$ cat src/hw/rtl/c2u_pkg.sv
// Package for the charset to UTF-8 transcoder: mode codes, queue entry type,
// code page ROM functions. No dependencies.
package c2u_pkg;

  localparam logic [2:0] ModeUtf16Le = 3'd0;
  localparam logic [2:0] ModeUtf16Be = 3'd1;
  localparam logic [2:0] ModeLatin1  = 3'd2;
  localparam logic [2:0] ModeCp1251  = 3'd3;
  localparam logic [2:0] ModeKoi8r   = 3'd4;

  localparam int unsigned QDepth = 4;
  localparam int unsigned QPtrW  = 2;

  typedef struct packed {
    logic [2:0]  nbytes;   // 0..4
    logic [31:0] bytes;    // byte k at [8k+7:8k]
    logic        eos;
  } job_t;

  function automatic logic [15:0] cp1251_rom(input logic [6:0] a);
    logic [15:0] t [128];
    t = '{
      16'h0402, 16'h0403, 16'h201A, 16'h0453, 16'h201E, 16'h2026, 16'h2020, 16'h2021,
      16'h20AC, 16'h2030, 16'h0409, 16'h2039, 16'h040A, 16'h040C, 16'h040B, 16'h040F,
      16'h0452, 16'h2018, 16'h2019, 16'h201C, 16'h201D, 16'h2022, 16'h2013, 16'h2014,
      16'h0000, 16'h2122, 16'h0459, 16'h203A, 16'h045A, 16'h045C, 16'h045B, 16'h045F,
      16'h00A0, 16'h040E, 16'h045E, 16'h0408, 16'h00A4, 16'h0490, 16'h00A6, 16'h00A7,
      16'h0401, 16'h00A9, 16'h0404, 16'h00AB, 16'h00AC, 16'h00AD, 16'h00AE, 16'h0407,
      16'h00B0, 16'h00B1, 16'h0406, 16'h0456, 16'h0491, 16'h00B5, 16'h00B6, 16'h00B7,
      16'h0451, 16'h2116, 16'h0454, 16'h00BB, 16'h0458, 16'h0405, 16'h0455, 16'h0457,
      16'h0410, 16'h0411, 16'h0412, 16'h0413, 16'h0414, 16'h0415, 16'h0416, 16'h0417,
      16'h0418, 16'h0419, 16'h041A, 16'h041B, 16'h041C, 16'h041D, 16'h041E, 16'h041F,
      16'h0420, 16'h0421, 16'h0422, 16'h0423, 16'h0424, 16'h0425, 16'h0426, 16'h0427,
      16'h0428, 16'h0429, 16'h042A, 16'h042B, 16'h042C, 16'h042D, 16'h042E, 16'h042F,
      16'h0430, 16'h0431, 16'h0432, 16'h0433, 16'h0434, 16'h0435, 16'h0436, 16'h0437,
      16'h0438, 16'h0439, 16'h043A, 16'h043B, 16'h043C, 16'h043D, 16'h043E, 16'h043F,
      16'h0440, 16'h0441, 16'h0442, 16'h0443, 16'h0444, 16'h0445, 16'h0446, 16'h0447,
      16'h0448, 16'h0449, 16'h044A, 16'h044B, 16'h044C, 16'h044D, 16'h044E, 16'h044F
    };
    return t[a];
  endfunction

  function automatic logic [15:0] koi8r_rom(input logic [6:0] a);
    logic [15:0] t [128];
    t = '{
      16'h2500, 16'h2502, 16'h250C, 16'h2510, 16'h2514, 16'h2518, 16'h251C, 16'h2524,
      16'h252C, 16'h2534, 16'h253C, 16'h2580, 16'h2584, 16'h2588, 16'h258C, 16'h2590,
      16'h2591, 16'h2592, 16'h2593, 16'h2320, 16'h25A0, 16'h2219, 16'h221A, 16'h2248,
      16'h2264, 16'h2265, 16'h00A0, 16'h2321, 16'h00B0, 16'h00B2, 16'h00B7, 16'h00F7,
      16'h2550, 16'h2551, 16'h2552, 16'h0451, 16'h2553, 16'h2554, 16'h2555, 16'h2556,
      16'h2557, 16'h2558, 16'h2559, 16'h255A, 16'h255B, 16'h255C, 16'h255D, 16'h255E,
      16'h255F, 16'h2560, 16'h2561, 16'h0401, 16'h2562, 16'h2563, 16'h2564, 16'h2565,
      16'h2566, 16'h2567, 16'h2568, 16'h2569, 16'h256A, 16'h256B, 16'h256C, 16'h00A9,
      16'h044E, 16'h0430, 16'h0431, 16'h0446, 16'h0434, 16'h0435, 16'h0444, 16'h0433,
      16'h0445, 16'h0438, 16'h0439, 16'h043A, 16'h043B, 16'h043C, 16'h043D, 16'h043E,
      16'h043F, 16'h044F, 16'h0440, 16'h0441, 16'h0442, 16'h0443, 16'h0436, 16'h0432,
      16'h044C, 16'h044B, 16'h0437, 16'h0448, 16'h044D, 16'h0449, 16'h0447, 16'h044A,
      16'h042E, 16'h0410, 16'h0411, 16'h0426, 16'h0414, 16'h0415, 16'h0424, 16'h0413,
      16'h0425, 16'h0418, 16'h0419, 16'h041A, 16'h041B, 16'h041C, 16'h041D, 16'h041E,
      16'h041F, 16'h042F, 16'h0420, 16'h0421, 16'h0422, 16'h0423, 16'h0416, 16'h0412,
      16'h042C, 16'h042B, 16'h0417, 16'h0428, 16'h042D, 16'h0429, 16'h0427, 16'h042A
    };
    return t[a];
  endfunction

endpackage

$ cat src/hw/rtl/charset_to_utf8_transcoder.sv
// Top level of the charset to UTF-8 transcoder: front end, job queue, back end.
// Depends on c2u_pkg, c2u_front, c2u_queue, c2u_back.
//
//  port group      dir  transfer when
//  unit/eos        in   push && !full
//  byte results    out  pop && !empty
//  source_mode     in   cfg_we_i
//
// One unit enters per cycle while the queue has room; the back end emits one
// byte per cycle while pop is high, up to four bytes per unit set by its UTF-8 length.
// Reset clears mode, surrogate/halt state and the queue. Either side may stall
// independently; the four-entry queue absorbs the difference.
module charset_to_utf8_transcoder (
  input  logic        clk_i,
  input  logic        rst_ni,
  input  logic        cfg_we_i,
  input  logic [2:0]  cfg_wdata_i,
  input  logic        push,
  output logic        full,
  input  logic [15:0] unit_i,
  input  logic        end_of_string_i,
  output logic        empty,
  input  logic        pop,
  output logic [7:0]  out_byte_o,
  output logic        has_byte_o,
  output logic        last_of_run_o,
  output logic        string_end_o
);

  logic [2:0]    mode_q;
  c2u_pkg::job_t fjob, qjob;
  logic          qempty, qpop;

  always_ff @(posedge clk_i or negedge rst_ni) begin
    if (!rst_ni) begin
      mode_q <= c2u_pkg::ModeUtf16Le;
    end else if (cfg_we_i) begin
      mode_q <= cfg_wdata_i;
    end
  end

  c2u_front u_front (
    .clk_i, .rst_ni, .mode_i(mode_q), .valid_i(push && !full),
    .unit_i, .eos_i(end_of_string_i), .job_o(fjob)
  );

  c2u_queue u_queue (
    .clk_i, .rst_ni, .push_i(push), .wdata_i(fjob), .full_o(full),
    .pop_i(qpop), .empty_o(qempty), .rdata_o(qjob)
  );

  c2u_back u_back (
    .clk_i, .rst_ni, .job_valid_i(!qempty), .job_i(qjob), .job_pop_o(qpop),
    .empty_o(empty), .pop_i(pop), .out_byte_o, .has_byte_o, .last_of_run_o,
    .string_end_o
  );

  a_marker_ends: assert property (@(posedge clk_i) disable iff (!rst_ni)
    (!empty && !has_byte_o) |-> (last_of_run_o && string_end_o)) else $error("marker");
  a_end_is_last: assert property (@(posedge clk_i) disable iff (!rst_ni)
    (!empty && string_end_o) |-> last_of_run_o) else $error("string end");
  a_lead_byte: assert property (@(posedge clk_i) disable iff (!rst_ni)
    (!empty && $past(!empty && pop && last_of_run_o) && has_byte_o)
      |-> (out_byte_o[7:6] != 2'b10)) else $error("lead byte");

endmodule

$ cat src/hw/rtl/c2u_front.sv
// Front end: accepts units, tracks surrogate and halt state, encodes to UTF-8 bytes.
// Depends on c2u_pkg.
module c2u_front (
  input  logic            clk_i,
  input  logic            rst_ni,
  input  logic [2:0]      mode_i,
  input  logic            valid_i,
  input  logic [15:0]     unit_i,
  input  logic            eos_i,
  output c2u_pkg::job_t   job_o
);

  logic [9:0]  hi_q, hi_d;
  logic        pend_q, pend_d;
  logic        halt_q, halt_d;
  logic [15:0] u, cp;
  logic [7:0]  c;
  logic [20:0] sp;
  logic [2:0]  n;
  logic [31:0] b;
  logic        utf;

  always_comb begin
    pend_d = pend_q;
    hi_d   = hi_q;
    halt_d = halt_q;
    n      = 3'd0;
    b      = '0;
    cp     = 16'd0;
    sp     = 21'd0;
    c      = unit_i[7:0];
    utf    = (mode_i == c2u_pkg::ModeUtf16Le) || (mode_i == c2u_pkg::ModeUtf16Be);
    u      = (mode_i == c2u_pkg::ModeUtf16Be) ? {unit_i[7:0], unit_i[15:8]} : unit_i;
    if (!halt_q) begin
      if (utf) begin
        if (pend_q) begin
          pend_d = 1'b0;
          if (u[15:10] != 6'b110111) begin
            halt_d = 1'b1;
          end else begin
            sp = 21'h10000 + {1'b0, hi_q, u[9:0]};
            hi_d = 10'd0;
            n = 3'd4;
            b = {2'b10, sp[5:0], 2'b10, sp[11:6], 2'b10, sp[17:12], 5'b11110, sp[20:18]};
          end
        end else if (u == 16'd0) begin
          halt_d = 1'b1;
        end else if (u[15:10] == 6'b110110) begin
          hi_d = u[9:0];
          pend_d = 1'b1;
        end else begin
          cp = u;
          n = 3'd5;
        end
      end else begin
        pend_d = 1'b0;
        hi_d = 10'd0;
        if (c == 8'd0) begin
          halt_d = 1'b1;
        end else if (!c[7]) begin
          cp = {8'd0, c};
          n = 3'd5;
        end else if (mode_i == c2u_pkg::ModeCp1251) begin
          if (c != 8'h98) begin
            cp = c2u_pkg::cp1251_rom(c[6:0]);
            n = 3'd5;
          end
        end else if (mode_i == c2u_pkg::ModeKoi8r) begin
          cp = c2u_pkg::koi8r_rom(c[6:0]);
          n = 3'd5;
        end else begin
          cp = {8'd0, c};
          n = 3'd5;
        end
      end
    end
    if (n == 3'd5) begin
      if (cp < 16'h80) begin
        n = 3'd1;
        b = {24'd0, cp[7:0]};
      end else if (cp < 16'h800) begin
        n = 3'd2;
        b = {16'd0, 2'b10, cp[5:0], 3'b110, cp[10:6]};
      end else begin
        n = 3'd3;
        b = {8'd0, 2'b10, cp[5:0], 2'b10, cp[11:6], 4'b1110, cp[15:12]};
      end
    end
    if (eos_i) begin
      pend_d = 1'b0;
      hi_d = 10'd0;
      halt_d = 1'b0;
    end
  end

  assign job_o = '{nbytes: n, bytes: b, eos: eos_i};

  always_ff @(posedge clk_i or negedge rst_ni) begin
    if (!rst_ni) begin
      hi_q <= '0;
      pend_q <= 1'b0;
      halt_q <= 1'b0;
    end else if (valid_i) begin
      hi_q <= hi_d;
      pend_q <= pend_d;
      halt_q <= halt_d;
    end
  end

endmodule

$ cat src/hw/rtl/c2u_queue.sv
// Job queue between front and back end.
// Depends on c2u_pkg.
module c2u_queue (
  input  logic          clk_i,
  input  logic          rst_ni,
  input  logic          push_i,
  input  c2u_pkg::job_t wdata_i,
  output logic          full_o,
  input  logic          pop_i,
  output logic          empty_o,
  output c2u_pkg::job_t rdata_o
);

  c2u_pkg::job_t mem_q [c2u_pkg::QDepth];
  logic [c2u_pkg::QPtrW-1:0] wp_q, rp_q;
  logic [c2u_pkg::QPtrW:0]   cnt_q;

  assign full_o  = (cnt_q == (c2u_pkg::QPtrW+1)'(c2u_pkg::QDepth));
  assign empty_o = (cnt_q == '0);
  assign rdata_o = mem_q[rp_q];

  always_ff @(posedge clk_i) begin
    if (push_i && !full_o) begin
      mem_q[wp_q] <= wdata_i;
    end
  end

  always_ff @(posedge clk_i or negedge rst_ni) begin
    if (!rst_ni) begin
      wp_q <= '0;
      rp_q <= '0;
      cnt_q <= '0;
    end else begin
      if (push_i && !full_o) wp_q <= wp_q + 1'b1;
      if (pop_i && !empty_o) rp_q <= rp_q + 1'b1;
      cnt_q <= cnt_q + (c2u_pkg::QPtrW+1)'(push_i && !full_o)
                     - (c2u_pkg::QPtrW+1)'(pop_i && !empty_o);
    end
  end

endmodule

$ cat src/hw/rtl/c2u_back.sv
// Back end: serializes one job into byte results, one per transfer.
// Depends on c2u_pkg.
module c2u_back (
  input  logic          clk_i,
  input  logic          rst_ni,
  input  logic          job_valid_i,
  input  c2u_pkg::job_t job_i,
  output logic          job_pop_o,
  output logic          empty_o,
  input  logic          pop_i,
  output logic [7:0]    out_byte_o,
  output logic          has_byte_o,
  output logic          last_of_run_o,
  output logic          string_end_o
);

  logic [1:0] idx_q;
  logic       marker, drop, last;

  assign marker = (job_i.nbytes == 3'd0);
  // jobs with no bytes and no end mark give nothing
  assign drop   = job_valid_i && marker && !job_i.eos;
  assign empty_o = !job_valid_i || drop;
  assign last   = marker || ({1'b0, idx_q} == job_i.nbytes - 3'd1);
  assign out_byte_o    = job_i.bytes[{idx_q, 3'b000} +: 8];
  assign has_byte_o    = !marker;
  assign last_of_run_o = last;
  assign string_end_o  = last && job_i.eos;
  assign job_pop_o     = drop || (pop_i && !empty_o && last);

  always_ff @(posedge clk_i or negedge rst_ni) begin
    if (!rst_ni) begin
      idx_q <= '0;
    end else if (pop_i && !empty_o) begin
      idx_q <= last ? 2'd0 : idx_q + 2'd1;
    end
  end

endmodule

$ cat config.mk
export PLATFORM = sky130hd
export DESIGN_NAME = charset_to_utf8_transcoder
export DESIGN_NICKNAME = d
export VERILOG_FILES = /design/src/hw/rtl/c2u_pkg.sv /design/src/hw/rtl/charset_to_utf8_transcoder.sv /design/src/hw/rtl/c2u_front.sv /design/src/hw/rtl/c2u_queue.sv /design/src/hw/rtl/c2u_back.sv
export SDC_FILE = /design/constraint.sdc
export NUM_CORES = 1
export LEC_CHECK = 0
export BUFFER_PORTS_ARGS = -buffer_cell sky130_fd_sc_hd__buf_4
export CAP_MARGIN = 5
export CORE_ASPECT_RATIO = 1.25
export CORE_UTILIZATION = 46
export DETAILED_ROUTE_END_ITERATION = 10
export SYNTH_ARGS = -nofsm -noshare
export SYNTH_HDL_FRONTEND = slang
export SYNTH_SLANG_ARGS = --single-unit
$ cat constraint.sdc
create_clock -name clk_i -period 5.2 [get_ports clk_i]
set_input_delay 0.78 -clock clk_i [delete_from_list [all_inputs] [get_ports clk_i]]
set_output_delay 0.78 -clock clk_i [all_outputs]
set_load 0.01 [all_outputs]
-- Yosys cells after proc, flatten, opt, wreduce, memory -nomap -nowiden
Memories as Yosys holds them, arrays and structs flattened.
Index checks and enable logic that the tools add are counted.
- register bits after elaboration: 24
- memory bits (writable): 144
- ROM bits: 4096
- input port bits: 25
- output and inout bits: 13
- word-level logic and storage cells: 117
- memories: 3
- add/subtract/negate cells: 7
- magnitude comparators: 3
- equal/unequal tests: 13
- shifts and indexed selects: 1
- multiplexer cells: 58
- bitwise logic cells: 1
- reduce and logical (&&, ||, !) cells: 23
- memories (memory ; depth ; width ; rd ports ; clocked after Yosys merged registers in ; wr ports ; RTL line ; RTL):
    (no name shown) ; 128 ; 16 ; 1 ; 0 ; 0 ; c2u_pkg.sv:40 ; return t[a];
    (no name shown) ; 128 ; 16 ; 1 ; 0 ; 0 ; c2u_pkg.sv:63 ; return t[a];
    u_queue.mem_q ; 4 ; 36 ; 1 ; 0 ; 1 ; c2u_queue.sv:14 ; c2u_pkg::job_t mem_q [c2u_pkg::QDepth];
- operator list (kind ; count):
    16-bit two-way mux ; 15
    32-bit two-way mux ; 6
    10-bit two-way mux ; 7
    3-bit two-way mux ; 12
    32-bit by 6-bit variable part select with 8-bit output ; 1
    24-bit two-way mux ; 1
    17-bit by 20-bit adder with 21-bit output (first input constant) ; 1
    16-bit logical NOT ; 1
    16-bit by 12-bit < comparator with 1-bit output (second input constant) ; 1
    16-bit by 8-bit < comparator with 1-bit output (second input constant) ; 1
    1-bit two-way mux ; 16
    3-bit == test (second input constant) ; 3
    3-bit logical NOT ; 3
    8-bit >= comparator (second input constant) ; 1
    8-bit logical NOT ; 1
    4-bit by 3-bit inequality test with 1-bit output (second input constant) ; 2
    8-bit inequality test (second input constant) ; 1
    7-bit NOT with 8-bit output ; 1
    1-bit logical AND ; 7
    2-bit by 1-bit adder with 2-bit output (second input constant) ; 3
    6-bit == test (second input constant) ; 1
    6-bit inequality test (second input constant) ; 1
    1-bit logical NOT ; 5
    5-bit AND reduction ; 1
    other kinds (11) ; 14

-- Longest topological paths before layout
- depth in word-level cells: 14
- gate-level depth with buffers: 16
- mapped depth without buffers: 14

-- Hierarchy
A second synthesis with hierarchy kept.
- cells, all modules: 833
- area, all modules: 10038.4 um^2
- modules (own cells, without submodules) (module ; times used ; cells an instance ; area an instance (um^2) ; seq. area each (um^2)):
    c2u_queue ; 1 ; 230 ; 5680.4 ; 4499.3
    c2u_front ; 1 ; 560 ; 3821.2 ; 300.3
    c2u_back ; 1 ; 35 ; 417.9 ; 50.0
    charset_to_utf8_transcoder ; 1 ; 8 ; 118.9 ; 75.1

-- Worst setup path after synthesis
OpenSTA, ideal clock, no wires.
- path type: reg-to-reg
- start: register u_queue.rp_q[0] (netlist name)
- end: register u_queue.cnt_q[2] (netlist name)
- setup time: 0.080 ns
- arrival: 4.218 ns
- data required time: 5.120 ns
- path slack: 0.902 ns
- cell stages (with the launch flop): 17
- buffers on the path: 2
- clock period less this slack: 4.298 ns
- path through: dfrtp_1 > buf_2 > buf_1 > mux4_2 > inv_1 > ha_1 > xnor2_1 > o31ai_1 > nand2_1 > a21boi_0 > ha_1 > inv_1 > ha_1 > inv_1 > fa_1 > xnor2_1 > xnor2_1
- elaborated cells on any way between the ends: 15
- those cells by class: add/sub: 2; eq/ne: 1; reduce/logical: 11; memory: 1
- RTL lines (element ; RTL line ; RTL):
    start: declaration ; c2u_queue.sv:15 ; logic [c2u_pkg::QPtrW-1:0] wp_q, rp_q;
    start signal: assignment ; c2u_queue.sv:35 ; if (pop_i && !empty_o) rp_q <= rp_q + 1'b1;
    memory read 4 x 36 bit (*) ; n/a ;
    3-bit by 1-bit subtractor with 3-bit output ; c2u_back.sv:24 ; assign last = marker || ({1'b0, idx_q} == job_i.nbytes - 3'd1);
    2-bit by 3-bit == test with 1-bit output ; c2u_back.sv:24 ;
    1-bit logical OR (*) ; c2u_back.sv:24 ;
    net last_of_run_o ; charset_to_utf8_transcoder.sv:26 ; output logic last_of_run_o,
    1-bit logical AND (*) ; c2u_back.sv:29 ; assign job_pop_o = drop || (pop_i && !empty_o && last);
    1-bit logical OR (*) ; c2u_back.sv:29 ;
    1-bit logical AND (*) ; c2u_queue.sv:37 ; - (c2u_pkg::QPtrW+1)'(pop_i && !empty_o);
    3-bit by 1-bit subtractor with 3-bit output (*) ; c2u_queue.sv:37 ;
    end signal: assignment ; c2u_queue.sv:36 ; cnt_q <= cnt_q + (c2u_pkg::QPtrW+1)'(push_i && !full_o)
    end: declaration ; c2u_queue.sv:16 ; logic [c2u_pkg::QPtrW:0] cnt_q;
The timed path passes the listed nets; every way through them passes the cells marked *.
A chain may end at the register's enable or synchronous reset.

==> metrics.cfg <==
[routing]
drt-pass1-iter-count = 6
top_layer = met4
avgRoutedWirePerCell_um = 27.2
drtAntennaViolNets = 0
drtIter0Drc = 772
finalWirelength_um = 30400
detail_route.wirelength.met1_um = 11400
dr_total_vias = 7349
wl_met2_um = 15300
detailroute.wirelength.met3_um = 1280
post_drt_via_cell_ratio = 6.57
drc = 0

[worst_setup_path]
critical_path_cell_by_cell = buf_4 -> inv_1 -> ha_1 -> nand4b_1 -> o21ai_1 -> o32ai_1 -> o22ai_1 -> o2111ai_1 -> nor3_4 -> inv_4 -> o21ai_0
reg2reg_depth = 14
cp-end-kind = flip-flop
criticalPathCategory = in2reg
timing.critical_path.max_delay_family = compound AO/OA/AOI/OAI gates
crit_path_arrival_time_ns = 4.65
ff2ff_setup_slack_ns = 1.24
worst_path_largest_cell_delay_ns = 0.62
worstReg2RegEnd = u_queue.cnt_q[2]$_DFF_PN0_
crit_buf_inv = 3
crit_path_max_fo = 21
crit_cells = 11
cp.required_ns = 5.36
critPathSlowestCell = sky130_fd_sc_hd__o21ai_1
startpoint_type = input port
timing.rr.start = u_queue.rp_q[0]$_DFFE_PN0P_

[synthesis]
asyncSetResetFlopFracSynth = 0.154
postSynthRegisterBits = 156
synth_edf_count = 132
syn_nets = 883
synth_area_mm2 = 0.00949
ys_seq_area_frac = 0.481
synthesis.instances = 828
synthDistinctLibCells = 82
ys.warnings.count = 0
syn_avg_cell_area_um2 = 11.5
dominantRegCellSynth = sky130_fd_sc_hd__edfxtp_1

[finish]
utilization = 0.521
filler_cell_count = 1850
antenna_cells_inserted = 0
layout.cell_area.non_filler_mm2 = 0.0105
ratio_of_cells_with_drive_above_1_in_the_final_layout = 0.190
register_area_mm2 = 0.00457
final_nets = 890
area.growth.synth_to_final_pct = 10.7
footprint_of_the_multi_input_gates_mm2 = 0.00452

[placement]
routability_congestion_estimate_from_global_placement = 1.06
place_hpwl_um = 21800
pre_cts_ws_ns = 0.482
numPortBuffers = 37
placement.cell_area_mm2 = 0.00994

[sta]
fin_skew_ns = 0.0122
maxSlewHeadroom = 0.476
fin_crit_sh = 0.863
layout_setup_ws_ns = 0.710
grt_setup_unrepaired = no
period_minus_slack_ns = 4.49
max_freq_ghz = 0.223
timing.final.hold_violations = 0
finalMaxSlewViolations = 0
setup-violations-final = 0
timing_worst_slew_pin_value_ns = 0.778
finalSetupTns_ns = 0
hold_ws_ns = 0.262

[power_and_ir_drop]
worst_vdd_drop_mv = 0.358
power.static_leakage_uw = 0.00369
cellPowerDensity_mw_per_mm2 = 462

[clocking]
post_cts.resized_instances = 0
clkSinkCount = 156
clock_tree.root_cell = sky130_fd_sc_hd__clkbuf_16
h_tree_level_count = 4
tritoncts_clock_tree = built
cts_buffers = 17
cts.hold.buffers_added = 0
path_clk_slew_ns = 0.07
post-cts-setup-buffer-count = 0
worst_skew_pair.late_latency_ns = 0.41
maximum_clock_path_buffer_count = 2

[floorplan]
num_rows = 58
floorplan_die_area_mm2 = 0.0212
design.core.area_mm2 = 0.0202
initial_utilization = 0.470
chipHeight_um = 163
num_io_pins = 38
die_x_um = 130

[outcome]
outcome = finished, final reports clean

[min_path]
min-delay-path-class = in2async

[global_route]
globalRoute.totalOverflow = 0
vias_in_the_first_global_route = 7525
antenna_found_initial = 0
global_route_wire_length_before_repair_um = 45800
maximum_number_of_pins_on_one_net_before_global_route_repair = 53
globalRouteTotalUtil = 0.298

[flow_run]
cap_violations = 0

==> synth_stat cells (7+ instances only) <==
cell type | instances | area (um2)
sky130_fd_sc_hd__edfxtp_1 | 132 | 3960
sky130_fd_sc_hd__nand2_1 | 56 | 210
sky130_fd_sc_hd__nor2_1 | 51 | 191
sky130_fd_sc_hd__o21ai_0 | 43 | 215
sky130_fd_sc_hd__mux4_2 | 42 | 946
sky130_fd_sc_hd__a21oi_1 | 36 | 180
sky130_fd_sc_hd__clkbuf_1 | 33 | 124
sky130_fd_sc_hd__ha_1 | 29 | 363
sky130_fd_sc_hd__buf_2 | 26 | 130
sky130_fd_sc_hd__dfrtp_1 | 24 | 601
sky130_fd_sc_hd__nand2b_1 | 24 | 150
sky130_fd_sc_hd__inv_1 | 22 | 82.6
sky130_fd_sc_hd__nor2b_1 | 20 | 125
sky130_fd_sc_hd__a211oi_1 | 17 | 128
sky130_fd_sc_hd__nand3_1 | 15 | 75.1
sky130_fd_sc_hd__nor3_1 | 15 | 75.1
sky130_fd_sc_hd__a31oi_1 | 12 | 75.1
sky130_fd_sc_hd__mux2_2 | 10 | 113
sky130_fd_sc_hd__o22ai_1 | 10 | 62.6
sky130_fd_sc_hd__o31ai_1 | 10 | 75.1
sky130_fd_sc_hd__and2_1 | 9 | 56.3
sky130_fd_sc_hd__o211ai_1 | 9 | 67.6
sky130_fd_sc_hd__xnor2_1 | 9 | 78.8
sky130_fd_sc_hd__nand4_1 | 8 | 50.1
sky130_fd_sc_hd__o221ai_1 | 8 | 70.1
sky130_fd_sc_hd__or2_2 | 8 | 50.1
sky130_fd_sc_hd__or3_1 | 8 | 50.1
sky130_fd_sc_hd__a311oi_1 | 7 | 61.3
sky130_fd_sc_hd__mux2i_1 | 7 | 70.1
sky130_fd_sc_hd__o2bb2ai_1 | 7 | 61.3
==> cells in the final DEF (no fill, tap or decap), types with 5 or more instances in the layout <==
cell type / instances
sky130_fd_sc_hd__edfxtp_1: 132
sky130_fd_sc_hd__nand2_1: 56
sky130_fd_sc_hd__buf_4: 56
sky130_fd_sc_hd__nor2_1: 51
sky130_fd_sc_hd__o21ai_0: 43
sky130_fd_sc_hd__mux4_2: 42
sky130_fd_sc_hd__a21oi_1: 36
sky130_fd_sc_hd__ha_1: 29
sky130_fd_sc_hd__nand2b_1: 24
sky130_fd_sc_hd__dfrtp_1: 23
sky130_fd_sc_hd__inv_1: 22
sky130_fd_sc_hd__nor2b_1: 20
sky130_fd_sc_hd__a211oi_1: 17
sky130_fd_sc_hd__clkbuf_16: 17
sky130_fd_sc_hd__nor3_1: 15
sky130_fd_sc_hd__nand3_1: 15
sky130_fd_sc_hd__a31oi_1: 12
sky130_fd_sc_hd__o31ai_1: 10
sky130_fd_sc_hd__o22ai_1: 10
sky130_fd_sc_hd__mux2_2: 10
sky130_fd_sc_hd__xnor2_1: 9
sky130_fd_sc_hd__and2_1: 9
sky130_fd_sc_hd__o211ai_1: 9
sky130_fd_sc_hd__or2_2: 8
sky130_fd_sc_hd__or3_1: 8
sky130_fd_sc_hd__nand4_1: 8
sky130_fd_sc_hd__o221ai_1: 8
sky130_fd_sc_hd__mux2i_1: 7
sky130_fd_sc_hd__a311oi_1: 7
sky130_fd_sc_hd__o2bb2ai_1: 7
sky130_fd_sc_hd__nor3b_1: 6
sky130_fd_sc_hd__a2111oi_0: 6
sky130_fd_sc_hd__o311ai_0: 6
sky130_fd_sc_hd__nor4_1: 5
sky130_fd_sc_hd__or4_1: 5
sky130_fd_sc_hd__o2111ai_1: 5
sky130_fd_sc_hd__a211o_1: 5
==> worst max path at each step <==
stage                                           start                       endpoint
final                                       unit_i[0]  u_queue.mem_q[3][3]$_DFFE_PP_
after CTS                                   unit_i[0]  u_queue.mem_q[3][3]$_DFFE_PP_
after global placement                      unit_i[0]  u_queue.mem_q[0][9]$_DFFE_PP_
after detailed placement                    unit_i[0]  u_queue.mem_q[1][3]$_DFFE_PP_
after floorplan           u_queue.rp_q[0]$_DFFE_PN0P_     u_queue.cnt_q[2]$_DFF_PN0_
after global routing                        unit_i[1]  u_queue.mem_q[1][3]$_DFFE_PP_
==> cells by family after synthesis <==
kind of cell,share of synthesized area
buffers and inverters,0.0432
AND/OR/NAND/NOR,0.139
flip-flops,0.481
XOR/XNOR,0.0111
multiplexers,0.119
adder cells (fa/ha/maj),0.0403
AO/OA/AOI/OAI,0.167
==> report_power, final <==
part | total, uW | internal, uW | switching (uW)
Clock | 1170 | 669 | 506
Sequential | 1890 | 1730 | 165
Combinational | 1780 | 813 | 968
Total | 4850 | 3210 | 1640
==> per-layer routing <==
layer	track usage	vias to the layer above
met1	0.343	3654
met5	0	-
met2	0.509	332
li1	-	3245
met4	0.219	0
met3	0.0292	118
==> worst reg2reg max path, stage by stage (launching register included) <==
cell and delay [ns]:
sky130_fd_sc_hd__dfrtp_2 0.51, sky130_fd_sc_hd__mux4_2 0.57, sky130_fd_sc_hd__inv_1 0.11, sky130_fd_sc_hd__ha_1 0.24, sky130_fd_sc_hd__xnor2_1 0.12, sky130_fd_sc_hd__o31ai_1 0.53, sky130_fd_sc_hd__nand2_1 0.11, sky130_fd_sc_hd__a21boi_0 0.43
sky130_fd_sc_hd__ha_1 0.32, sky130_fd_sc_hd__inv_1 0.05, sky130_fd_sc_hd__ha_1 0.12, sky130_fd_sc_hd__inv_1 0.06, sky130_fd_sc_hd__fa_1 0.40, sky130_fd_sc_hd__xnor2_1 0.20, sky130_fd_sc_hd__xnor2_1 0.13
==> flip-flops by register name, summed over array words and instances, names as in the netlist, 2 cells and up <==
name / cells
u_queue.wp_q: 2
u_back.idx_q: 2
u_queue.cnt_q: 3
mode_q: 3
u_queue.mem_q: 132
u_front.hi_q: 10
u_queue.rp_q: 2
==> cell type report <==
| cell class | instances | area share |
|---|---|---|
| Clock buffer | 18 | 0.0408 |
| Clock inverter | 14 | 0.0127 |
| Inverter | 27 | 0.00988 |
| Multi-Input combinational cell | 577 | 0.430 |
| Sequential cell | 156 | 0.435 |
| Tap cell | 270 | 0.0322 |
| Timing Repair Buffer | 56 | 0.0400 |
==> per-stage QoR <==
step	instances	power [uW]
3_3_place_gp	1086	3680
6_report	1118	4850
5_1_grt	1118	5110
2_1_floorplan	828	3100
3_5_place_dp	1086	3720
4_1_cts	1118	4890
No activity file was read; power rests on OpenSTA's default activity.
